**src/rtl/pdscd_pkg.sv**
```systemverilog
// Shared types and constants of the source capabilities decoder.
package pdscd_pkg;

  localparam int SLOT_COUNT   = 8;
  localparam int BUFFER_BYTES = 48;
  localparam int FIFO_DEPTH   = 4;
  localparam int FIFO_AW      = $clog2(FIFO_DEPTH);
  localparam int OUT_DEPTH    = 2;

  localparam logic       KIND_FIXED   = 1'b0;
  localparam logic       KIND_PPS     = 1'b1;
  localparam logic [1:0] PDO_FIXED    = 2'b00;
  localparam logic [1:0] PDO_APDO     = 2'b11;
  localparam logic [1:0] APDO_SPR_PPS = 2'b00;

  localparam logic [15:0] FIXED_MV_LSB = 16'd50;
  localparam logic [13:0] FIXED_MA_LSB = 14'd10;
  localparam logic [15:0] PPS_MV_LSB   = 16'd100;
  localparam logic [14:0] PPS_MIN_LSB  = 15'd100;
  localparam logic [13:0] PPS_MA_LSB   = 14'd50;

  typedef struct packed {
    logic [7:0] byte_value;
    logic       start_req;
  } pdscd_in_t;

  typedef struct packed {
    logic        entry_kind;
    logic [2:0]  slot;
    logic [15:0] voltage_mv;
    logic [14:0] min_voltage_mv;
    logic [13:0] max_current_ma;
    logic        pps_pwr_lim;
    logic        final_object;
  } pdscd_out_t;

  // Decode request from the front end: raw object bits plus slot bookkeeping.
  typedef struct packed {
    logic        entry_kind;
    logic [2:0]  slot;
    logic        final_object;
    logic [27:0] pdo;
  } pdscd_req_t;

  typedef struct packed {
    logic full;
    logic empty;
  } pdscd_qstat_t;

endpackage

```
**src/rtl/pdscd_front.sv**
```systemverilog
// Byte tracker: assembles data objects, classifies them and assigns slots.
module pdscd_front
  import pdscd_pkg::*;
(
  input  logic       clk,
  input  logic       rst_n,
  input  logic       accept,
  input  pdscd_in_t  in_data,
  output logic       req_push,
  output pdscd_req_t req_data
);

  logic [5:0]  pos_r, pos_nxt;
  logic [2:0]  total_r, total_nxt;
  logic [23:0] word_r, word_nxt;
  logic [3:0]  fixed_cnt_r, fixed_cnt_nxt;
  logic [3:0]  pps_cnt_r, pps_cnt_nxt;

  always_comb begin
    logic [5:0]  off;
    logic [3:0]  idx;
    logic [1:0]  sub;
    logic [31:0] pdo;
    logic        is_fixed;
    logic        is_pps;
    logic        last;
    off           = pos_r - 6'd2;
    idx           = off[5:2];
    sub           = off[1:0];
    pdo           = {in_data.byte_value, word_r};
    is_fixed      = (pdo[31:30] == PDO_FIXED);
    is_pps        = (pdo[31:30] == PDO_APDO) && (pdo[29:28] == APDO_SPR_PPS);
    last          = (4'(idx + 4'd1) == {1'b0, total_r});
    pos_nxt       = pos_r;
    total_nxt     = total_r;
    word_nxt      = word_r;
    fixed_cnt_nxt = fixed_cnt_r;
    pps_cnt_nxt   = pps_cnt_r;
    req_push      = 1'b0;
    req_data      = '{entry_kind: KIND_FIXED, slot: fixed_cnt_r[2:0],
                      final_object: last, pdo: pdo[27:0]};
    if (accept) begin
      if (in_data.start_req) begin
        word_nxt      = {16'd0, in_data.byte_value};
        total_nxt     = 3'd0;
        fixed_cnt_nxt = 4'd0;
        pps_cnt_nxt   = 4'd0;
        pos_nxt       = 6'd1;
      end else if (pos_r != 6'd0 && pos_r < 6'(BUFFER_BYTES)) begin
        if (pos_r == 6'd1) begin
          total_nxt = in_data.byte_value[6:4];
        end else if (idx < {1'b0, total_r}) begin
          case (sub)
            2'd0: word_nxt = {16'd0, in_data.byte_value};
            2'd1: word_nxt[15:8] = in_data.byte_value;
            2'd2: word_nxt[23:16] = in_data.byte_value;
            default: begin
              if (is_fixed && fixed_cnt_r < 4'(SLOT_COUNT)) begin
                req_push      = 1'b1;
                fixed_cnt_nxt = fixed_cnt_r + 4'd1;
              end else if (is_pps && pps_cnt_r < 4'(SLOT_COUNT)) begin
                req_push            = 1'b1;
                req_data.entry_kind = KIND_PPS;
                req_data.slot       = pps_cnt_r[2:0];
                pps_cnt_nxt         = pps_cnt_r + 4'd1;
              end
            end
          endcase
        end
        pos_nxt = pos_r + 6'd1;
      end
    end
  end

  always_ff @(posedge clk) begin
    word_r <= word_nxt;
    if (!rst_n) begin
      pos_r       <= 6'd0;
      total_r     <= 3'd0;
      fixed_cnt_r <= 4'd0;
      pps_cnt_r   <= 4'd0;
    end else begin
      pos_r       <= pos_nxt;
      total_r     <= total_nxt;
      fixed_cnt_r <= fixed_cnt_nxt;
      pps_cnt_r   <= pps_cnt_nxt;
    end
  end

endmodule

```
**src/rtl/pdscd_fifo.sv**
```systemverilog
// Short request queue between the byte tracker and the decode stage.
module pdscd_fifo
  import pdscd_pkg::*;
(
  input  logic         clk,
  input  logic         rst_n,
  input  logic         push,
  input  pdscd_req_t   push_data,
  input  logic         pop,
  output pdscd_req_t   pop_data,
  output pdscd_qstat_t stat
);

  pdscd_req_t         mem_r [FIFO_DEPTH];
  logic [FIFO_AW-1:0] wr_ptr_r, rd_ptr_r;
  logic [FIFO_AW:0]   cnt_r;
  logic               do_push, do_pop;

  assign stat.full  = (cnt_r == (FIFO_AW+1)'(FIFO_DEPTH));
  assign stat.empty = (cnt_r == '0);
  assign do_push    = push && !stat.full;
  assign do_pop     = pop && !stat.empty;
  assign pop_data   = mem_r[rd_ptr_r];

  always_ff @(posedge clk) begin
    if (do_push) begin
      mem_r[wr_ptr_r] <= push_data;
    end
    if (!rst_n) begin
      wr_ptr_r <= '0;
      rd_ptr_r <= '0;
      cnt_r    <= '0;
    end else begin
      if (do_push) begin
        wr_ptr_r <= FIFO_AW'(32'(wr_ptr_r) + 1 == FIFO_DEPTH ? 0 : 32'(wr_ptr_r) + 1);
      end
      if (do_pop) begin
        rd_ptr_r <= FIFO_AW'(32'(rd_ptr_r) + 1 == FIFO_DEPTH ? 0 : 32'(rd_ptr_r) + 1);
      end
      cnt_r <= cnt_r + (FIFO_AW+1)'(do_push) - (FIFO_AW+1)'(do_pop);
    end
  end

endmodule

```
**src/rtl/pdscd_back.sv**
```systemverilog
// Decode stage: scales object fields and holds results in a two-entry output buffer.
module pdscd_back
  import pdscd_pkg::*;
(
  input  logic         clk,
  input  logic         rst_n,
  input  pdscd_qstat_t q_stat,
  input  pdscd_req_t   q_data,
  output logic         q_pop,
  input  logic         out_pop,
  output logic         out_empty,
  output pdscd_out_t   out_data
);

  pdscd_out_t ent_r [OUT_DEPTH];
  logic       wr_ptr_r, rd_ptr_r;
  logic [1:0] cnt_r;
  logic       take, give;
  pdscd_out_t res;

  assign out_empty = (cnt_r == 2'd0);
  assign give      = out_pop && !out_empty;
  assign take      = !q_stat.empty && (cnt_r != 2'(OUT_DEPTH));
  assign q_pop     = take;
  assign out_data  = ent_r[rd_ptr_r];

  always_comb begin
    res.entry_kind   = q_data.entry_kind;
    res.slot         = q_data.slot;
    res.final_object = q_data.final_object;
    if (q_data.entry_kind == KIND_PPS) begin
      res.voltage_mv     = 16'(q_data.pdo[24:17]) * PPS_MV_LSB;
      res.min_voltage_mv = 15'(q_data.pdo[15:8]) * PPS_MIN_LSB;
      res.max_current_ma = 14'(q_data.pdo[6:0]) * PPS_MA_LSB;
      res.pps_pwr_lim    = q_data.pdo[27];
    end else begin
      res.voltage_mv     = 16'(q_data.pdo[19:10]) * FIXED_MV_LSB;
      res.min_voltage_mv = 15'd0;
      res.max_current_ma = 14'(q_data.pdo[9:0]) * FIXED_MA_LSB;
      res.pps_pwr_lim    = 1'b0;
    end
  end

  always_ff @(posedge clk) begin
    if (take) begin
      ent_r[wr_ptr_r] <= res;
    end
    if (!rst_n) begin
      wr_ptr_r <= 1'b0;
      rd_ptr_r <= 1'b0;
      cnt_r    <= 2'd0;
    end else begin
      if (take) begin
        wr_ptr_r <= !wr_ptr_r;
      end
      if (give) begin
        rd_ptr_r <= !rd_ptr_r;
      end
      cnt_r <= cnt_r + 2'(take) - 2'(give);
    end
  end

endmodule

```
**src/rtl/pd_source_caps_decoder_core.sv**
```systemverilog
// Top level of the source capabilities decoder: tracker, request queue and decode stage.
// Throughput: one byte per cycle; in_full rises only while the request queue holds
//   four undecoded objects, which happens only when the result side stops popping.
// Path: the request for a result is written into the request queue at the edge that accepts
//   its fourth object byte, then moves into the decode stage's output buffer, which drives the
//   out_ ports; while that buffer is full, the request waits in the queue.
// Reset: synchronous, active low; clears byte position, object count, slot counts and
//   both queues. No memory needs a clearing pass, so bytes are taken from the next cycle.
module pd_source_caps_decoder_core
  import pdscd_pkg::*;
(
  input  logic       clk,
  input  logic       rst_n,
  input  logic       in_push,
  output logic       in_full,
  input  pdscd_in_t  in_data,
  output logic       out_empty,
  input  logic       out_pop,
  output pdscd_out_t out_data
);

  logic         accept;
  logic         req_push;
  pdscd_req_t   req_data;
  logic         q_pop;
  pdscd_req_t   q_data;
  pdscd_qstat_t q_stat;

  // Hold off the source only when the request queue could not take an object.
  assign in_full = q_stat.full;
  assign accept  = in_push && !in_full;

  // Front end: track the byte position, assemble objects, assign slots.
  pdscd_front u_front (
    .clk      (clk),
    .rst_n    (rst_n),
    .accept   (accept),
    .in_data  (in_data),
    .req_push (req_push),
    .req_data (req_data)
  );

  // Decouple the tracker from the decode stage so each can stall on its own.
  pdscd_fifo u_fifo (
    .clk       (clk),
    .rst_n     (rst_n),
    .push      (req_push),
    .push_data (req_data),
    .pop       (q_pop),
    .pop_data  (q_data),
    .stat      (q_stat)
  );

  // Back end: scale the fields and present each result as a request on the out_ side.
  pdscd_back u_back (
    .clk       (clk),
    .rst_n     (rst_n),
    .q_stat    (q_stat),
    .q_data    (q_data),
    .q_pop     (q_pop),
    .out_pop   (out_pop),
    .out_empty (out_empty),
    .out_data  (out_data)
  );

  // A decode request must never be raised while the queue is full.
  a_no_push_when_full: assert property (@(posedge clk) disable iff (!rst_n)
    req_push |-> !q_stat.full)
    else $error("decode request raised while request queue full");

  // A fixed entry carries no minimum voltage and no power-limited flag.
  a_fixed_fields: assert property (@(posedge clk) disable iff (!rst_n)
    (!out_empty && out_data.entry_kind == KIND_FIXED)
      |-> (out_data.min_voltage_mv == 15'd0 && !out_data.pps_pwr_lim))
    else $error("fixed entry with PPS-only fields set");

  // A waiting result that is not popped holds.
  a_result_holds: assert property (@(posedge clk) disable iff (!rst_n)
    (!out_empty && !out_pop) |=> (!out_empty && $stable(out_data)))
    else $error("waiting result changed without a pop");

  // A start byte never produces a decode request.
  a_start_no_req: assert property (@(posedge clk) disable iff (!rst_n)
    (accept && in_data.start_req) |-> !req_push)
    else $error("decode request on a start byte");

endmodule

```
**config.mk**
```make
export PLATFORM = sky130hd
export DESIGN_NAME = pd_source_caps_decoder_core
export DESIGN_NICKNAME = d
export VERILOG_FILES = /design/src/rtl/pdscd_pkg.sv /design/src/rtl/pdscd_front.sv /design/src/rtl/pdscd_fifo.sv /design/src/rtl/pdscd_back.sv /design/src/rtl/pd_source_caps_decoder_core.sv
export SDC_FILE = /design/constraint.sdc
export NUM_CORES = 1
export LEC_CHECK = 0
export BUFFER_PORTS_ARGS = -buffer_cell sky130_fd_sc_hd__buf_2
export CELL_PAD_IN_SITES_DETAIL_PLACEMENT = 0
export CELL_PAD_IN_SITES_GLOBAL_PLACEMENT = 1
export CORE_UTILIZATION = 28
export CTS_BUF_LIST = sky130_fd_sc_hd__clkbuf_2
export DETAILED_ROUTE_END_ITERATION = 8
export PLACE_DENSITY_LB_ADDON = 0.1
export SYNTH_ARGS = -nofsm -noshare
export SYNTH_HDL_FRONTEND = slang
export SYNTH_SLANG_ARGS = --single-unit
```
**constraint.sdc**
```tcl
create_clock -name clk -period 9.1 [get_ports clk]
set_input_delay 2.73 -clock clk [delete_from_list [all_inputs] [get_ports clk]]
set_output_delay 2.73 -clock clk [all_outputs]
set_load 0.005 [all_outputs]
```
==> impl_results.md, run 1 <==
* Status: completed
* Max cap viols at 0
* Routed length per instance at 17.4 um
* Mapped Cells at between 900 and 1000
* Most numerous cell in the Yosys netlist: edfxtp_1
* Number of synthesized flops with an enable pin at 242
* Routed WL at approximately 32 mm
* RD Place Congestion at 0.741
* Synth Register Bits at 273
* Final setup violation count at 0
* Detailed placer's ending HPWL at 20.7 mm
* Post-synth ARST share at 0%
* Utilization after layout at 32.2%
* Vias after detailed routing at 8102
* Reg-to-Reg End: u_back.ent_r[1][42]
* GRT overflow at 0
* Worst hold path depth at 2
* PostCTS Resize Cnt at 0
* Vias per inst at 4.44
* Type of origin of the critical path: flip-flop
* Mapped cell area at 0.0140 sq mm
* Slowest stage cell on the critical path: buf_4
* Worst endpoint data arrival time at 2.45 ns
* Core Area at slightly below 0.05 sq mm
* Worst reg2reg path depth at 13
* Critical path, cell by cell: buf_4 -> mux2_2 -> buf_2
* Bufs on Longest Clock Path at 3
* Boundary Pins at 66
* Initial antenna violation count at 4
* Layout fillers at 5012
* Post-route setup TNS at 0 ns
* Clock skew at 0.102 ns
* Die H at 225 um
* Hold Startpoint: u_front.total_r[0]
* Final ANT Viol Nets at 0
* Top_reg_cell synth: edfxtp_1
* FF+latch area at 0.00789 sq mm
* Worst slew margin at 41.7%
* Max-slew violations at 0
* WHS at 0.489 ns
* HP Class: reg2reg
* Syn. warnings at 0
* DR pass1 iterations at 4
* Clock period minus worst slack at around 5.2 ns
* Family with the most delay on the worst path: buffers and inverters
* CP endpoint kind: primary output
* Delay of the slowest cell on the worst path at 0.57 ns
* Area leader, netlist: edfxtp_1
* Synth Area per Inst at 14.2 sq um
* Final instance area at 0.0158 sq mm
* Share of cells above drive strength 1 at 25.8%
* Synth cell count leaders: edfxtp_1, ha_1, inv_1, mux2_2, nand2_1
* Number of buffers inserted by port buffering at 61
* CTS Buf Count at 79
* WHS Endpoint: u_front.total_r[0]
* Hold-fix buffers, CTS at 0
* CTS tree: yes
* Worst reg-to-reg setup slack at 4.38 ns
* # H-tree levels at 3
* Area after DPL at 0.0151 sq mm
* Starting DRT DRC Count at ~400
* Multi-input gate area at 0.00570 sq mm
* Vias in the first global route at about 8600
* Fin crit share at ~57%
* Largest net degree at the start of global routing at 48
* Hold Fails Final Rpt at 0
* Top cells by area, synth: edfxtp_1, ha_1, mux4_2, dfxtp_1, mux2_2
* Clock Latency Late Sink at 0.95 ns
* Layout area overhead at 12.8%
* Register clock-pin slew on the reported worst setup and hold paths at 0.09 ns
* Starting Density at 28.5%
* Die area at 0.0508 sq mm
* Fin nets at 1275
* Sequential element share of the synthesized area at a little under three fifths
* Die width at 225 um
* CTS Sinks at 273
* Global-route usage over all layers at between 10% and 20%
* Cell Rows at 81
* WP data required at about 6.4 ns
* Root Driver: clkbuf_2
* Yosys top cell area share at 52.0%
* CP bufs+invs at 2
* RSZ-0062 raised after global routing: false
* Post CTS Setup Buffer Count at 0
* First-pass GRT wire length at 49.4 mm
* Slew at the pin closest to its max-slew limit at around 0.87 ns
* Peak Freq at 0.193 GHz
* Crit path kind: reg2out
* Netlist cell types at 65
* Maximum fanout along the worst path at 47
* Remaining routing DRC violations at 0
## how the worst max path moves through the flow
stage / slack, ns / cells after the start / end
4_1_cts: 3.65 / 3 / out_data[5]
3_5_place_dp: 3.76 / 11 / u_fifo.cnt_r[2]
5_1_grt: 3.67 / 3 / out_data[5]
2_1_floorplan: 4.07 / 4 / u_fifo.mem_r[3][0]
6_report: 3.92 / 3 / out_data[5]
3_3_place_gp: 3.76 / 10 / u_fifo.cnt_r[2]
## worst reg2reg max path, stage by stage, from the launching register on
cell and delay (ns):
dfxtp_2 0.32, buf_4 0.54, mux4_2 0.68, ha_1 0.33, ha_1 0.32, inv_1 0.06, fa_1 0.50, inv_1 0.04
ha_1 0.34, nor2b_1 0.16, o31a_1 0.27, or2_2 0.29, a2111oi_0 0.40, a221oi_1 0.11
## stage by stage
step / instances / setup slack (ns)
final: 1826 / 3.92
after global routing: 1826 / 3.67
after CTS: 1825 / 3.65
after detailed placement: 1688 / 3.76
after global placement: 1688 / 3.76
after floorplan: 985 / 4.07
## cell families after synthesis
family                   count (synthesis)  synth area share, %
AO/OA/AOI/OAI                          135                 6.39
multiplexers                            91                 9.66
flip-flops                             273                 56.4
AND/OR/NAND/NOR                        181                 7.02
XOR/XNOR                                42                 2.63
adder cells (fa/ha/maj)                157                 14.9
other                                    1               0.0268
buffers and inverters                  102                 3.00
## layout by cell type, fill, tap and decap left out, types with 9 or more instances in the layout
master / instances
nor2_1: 33
a21oi_1: 35
nor2b_1: 9
clkbuf_2: 117
o21bai_1: 9
nand2_1: 43
buf_2: 61
inv_1: 68
mux2_2: 52
mux2i_1: 9
dfxtp_1: 29
edfxtp_1: 242
ha_1: 142
o21ai_0: 27
xor2_1: 24
buf_4: 12
mux4_2: 30
xnor2_1: 18
fa_1: 15
and3_1: 11
and2_1: 24
nand3_1: 11
clkinv_1: 11
nand2b_1: 10
## metal layers
layer	GRT usage (%)	part of all wire, %	routed length (um)
met3	3.40	4.7	1510
met1	16.2	46	14600
met5	0	0.12	37
met2	21.3	47	14800
met4	5.62	2.3	741
## sequential cells by signal, indices dropped and copies added, names as in the netlist, named ones only
| register | cells |
|---|---|
| u_fifo.mem_r | 124 |
| u_back.ent_r | 94 |
| u_front.word_r | 24 |
| u_front.pos_r | 6 |
| u_front.fixed_cnt_r | 4 |
| u_front.pps_cnt_r | 4 |
| u_fifo.cnt_r | 3 |
| u_front.total_r | 3 |
| u_back.cnt_r | 2 |
| u_fifo.rd_ptr_r | 2 |
| u_fifo.wr_ptr_r | 2 |
| u_back.rd_ptr_r | 1 |
| u_back.wr_ptr_r | 1 |
## layout make-up
type,instances,area share [%]
flip-flops and latches,273,50.0
multi-input cells,610,36.1
well taps,664,5.27
clock buffers,117,3.71
repair buffers,73,2.51
inverters,68,1.62
clock inverters,20,0.738
diodes,1,0.0159
Power of run 1 is not shown: default switching activity piles up to over one toggle a cycle in this logic, so the estimate is an artifact.
==> inputs of run 2 (changes only) <==
Clock period 9.1 ns to 5.4 ns, I/O delays scaled along.
==> run 2 against run 1 <==
  * Die area is the same
  * Critical endpoint is now u_back.ent_r[0][42]
  * Sequential cell count is the same
  * Global-route usage grew 0.45 points
  * Worst hold slack gained 0.0060 ns
  * Non-clock buffer count grew 5
  * Core utilization is essentially flat
  * Worst setup slack lost 2.9 ns
  * Clock skew shrank 0.064 ns
  * Critical path depth grew 9
==> impl_results.md, run 2 (synthesis results as in run 1) <==
* Bufs on Longest Clock Path at 3
* RD Place Congestion at between 0.7 and 0.8
* Pre-CTS setup slack at 1.04 ns
* PostCTS Resize Cnt at 0
* RSZ-0062 raised after global routing: false
* HP Class: reg2reg
* Clock period minus worst slack at 4.37 ns
* CTS Buf Count at between 70 and 80
* Die H at 225 um
* WP data required at 6.01 ns
* Core Area at 0.0491 sq mm
* Vias after detailed routing at ~8200
* Boundary Pins at 66
* Final worst-path setup slack at ~1.0 ns
* Share of cells above drive strength 1 at 25.7%
* Hold Fails Final Rpt at 0
* GRT overflow at 0
* Clock Latency Late Sink at 0.92 ns
* Final ANT Viol Nets at 0
* Worst slew margin at roughly a quarter
* Max-slew violations at 0
* Global-route usage over all layers at 13.5%
* Root Driver: clkbuf_2
* Number of buffers inserted by port buffering at 61
* Starting DRT DRC Count at 328
* Post CTS Setup Buffer Count at 0
* Fin crit share at 80.9%
* Routed WL at 32.8 mm
* Largest net degree at the start of global routing at slightly above 40
* CTS Sinks at 273
* Max cap viols at 0
* Cell Rows at 81
* # H-tree levels at 3
* Regs by FF count: u_fifo.mem_r x124, u_back.ent_r x94, u_front.word_r x24
* Type of origin of the critical path: flip-flop
* Remaining routing DRC violations at 0
* DR pass1 iterations at 4
* Final setup violation count at 0
* Vias in the first global route at 8681
* Maximum fanout along the worst path at 9
* Clock skew at 0.0381 ns
* Most common cell after layout, fill and taps aside: edfxtp_1
* Crit path kind: reg2reg
* Register with the most flip-flops: u_fifo.mem_r
* CTS tree: yes
* Vias per inst at 4.49
* Die area at about 0.051 sq mm
* WHS at 0.495 ns
* Largest register FFs at 124
* Worst reg2reg path depth at 12
* Status: completed
* Worst hold path depth at 0
* Most frequent cells in the layout: edfxtp_1, ha_1, clkbuf_2
* Die width at 225 um
* First-pass GRT wire length at 51.1 mm
* Register clock-pin slew on the reported worst setup and hold paths at 0.09 ns
* Slew at the pin closest to its max-slew limit at ~1.1 ns
* CP endpoint kind: flip-flop
* Routed length per instance at 17.8 um
* Fin nets at 1279
* Worst endpoint data arrival time at 4.98 ns
* Detailed placer's ending HPWL at 22.7 mm
* Initial antenna violation count at 4
* Peak Freq at 0.229 GHz
* Hold-fix buffers, CTS at 0
* Layout area overhead at 13.0%
* Starting Density at between 20% and 30%
* Post-route setup TNS at 0 ns
## run 2: critical path, cell delays in order (launching register included)
cell,delay (ns)
dfxtp_2,0.54
mux4_2,0.62
ha_1,0.32
ha_1,0.31
inv_1,0.06
fa_1,0.50
inv_1,0.05
ha_1,0.35
nor2b_1,0.17
o31a_1,0.27
or2_2,0.29
a2111oi_0,0.47
a221oi_1,0.12
## run 2: area by class of cell
class	count	area [sq um]
fillers	5075	33300
well taps	664	831
inverters	68	255
clock inverters	26	106
flip-flops and latches	273	7890
repair buffers	78	433
clock buffers	115	576
diodes	2	5.00
multi-input cells	610	5700
## run 2: path summary, 6_finish.rpt
kind	startpoint	to	slack [ns]
worst max register to register	flip-flop	u_back.ent_r[0][42]	1.03
worst min register to register	u_front.word_r[5]	u_fifo.mem_r[3][5]	0.49
worst max-delay path	flip-flop	u_back.ent_r[0][42]	1.03
worst min-delay path	u_front.word_r[5]	u_fifo.mem_r[3][5]	0.49
## run 2: layer usage
layer  wire (um)  up-vias  GRT usage, %  share of wire (%)
li1            -     4002             -                  -
met1       15400     4005          17.5                 47
met2       15300      163          21.5                 47
met3        1280       64          3.47                3.9
met4         788        2          5.33                2.4
met5          13        -             0              0.040
## run 2: per-stage QoR
| stage | utilization (%) | std cells | instance area (sq um) |
|---|---|---|---|
| 3_3_place_gp | 30.8 | 1693 | 15100 |
| 5_1_grt | 32.2 | 1836 | 15800 |
| 4_1_cts | 32.2 | 1834 | 15800 |
| 3_5_place_dp | 30.8 | 1693 | 15100 |
| 2_1_floorplan | - | 985 | 14000 |
| 6_report | 32.2 | 1836 | 15800 |
Power of run 2 is left out for the same reason.
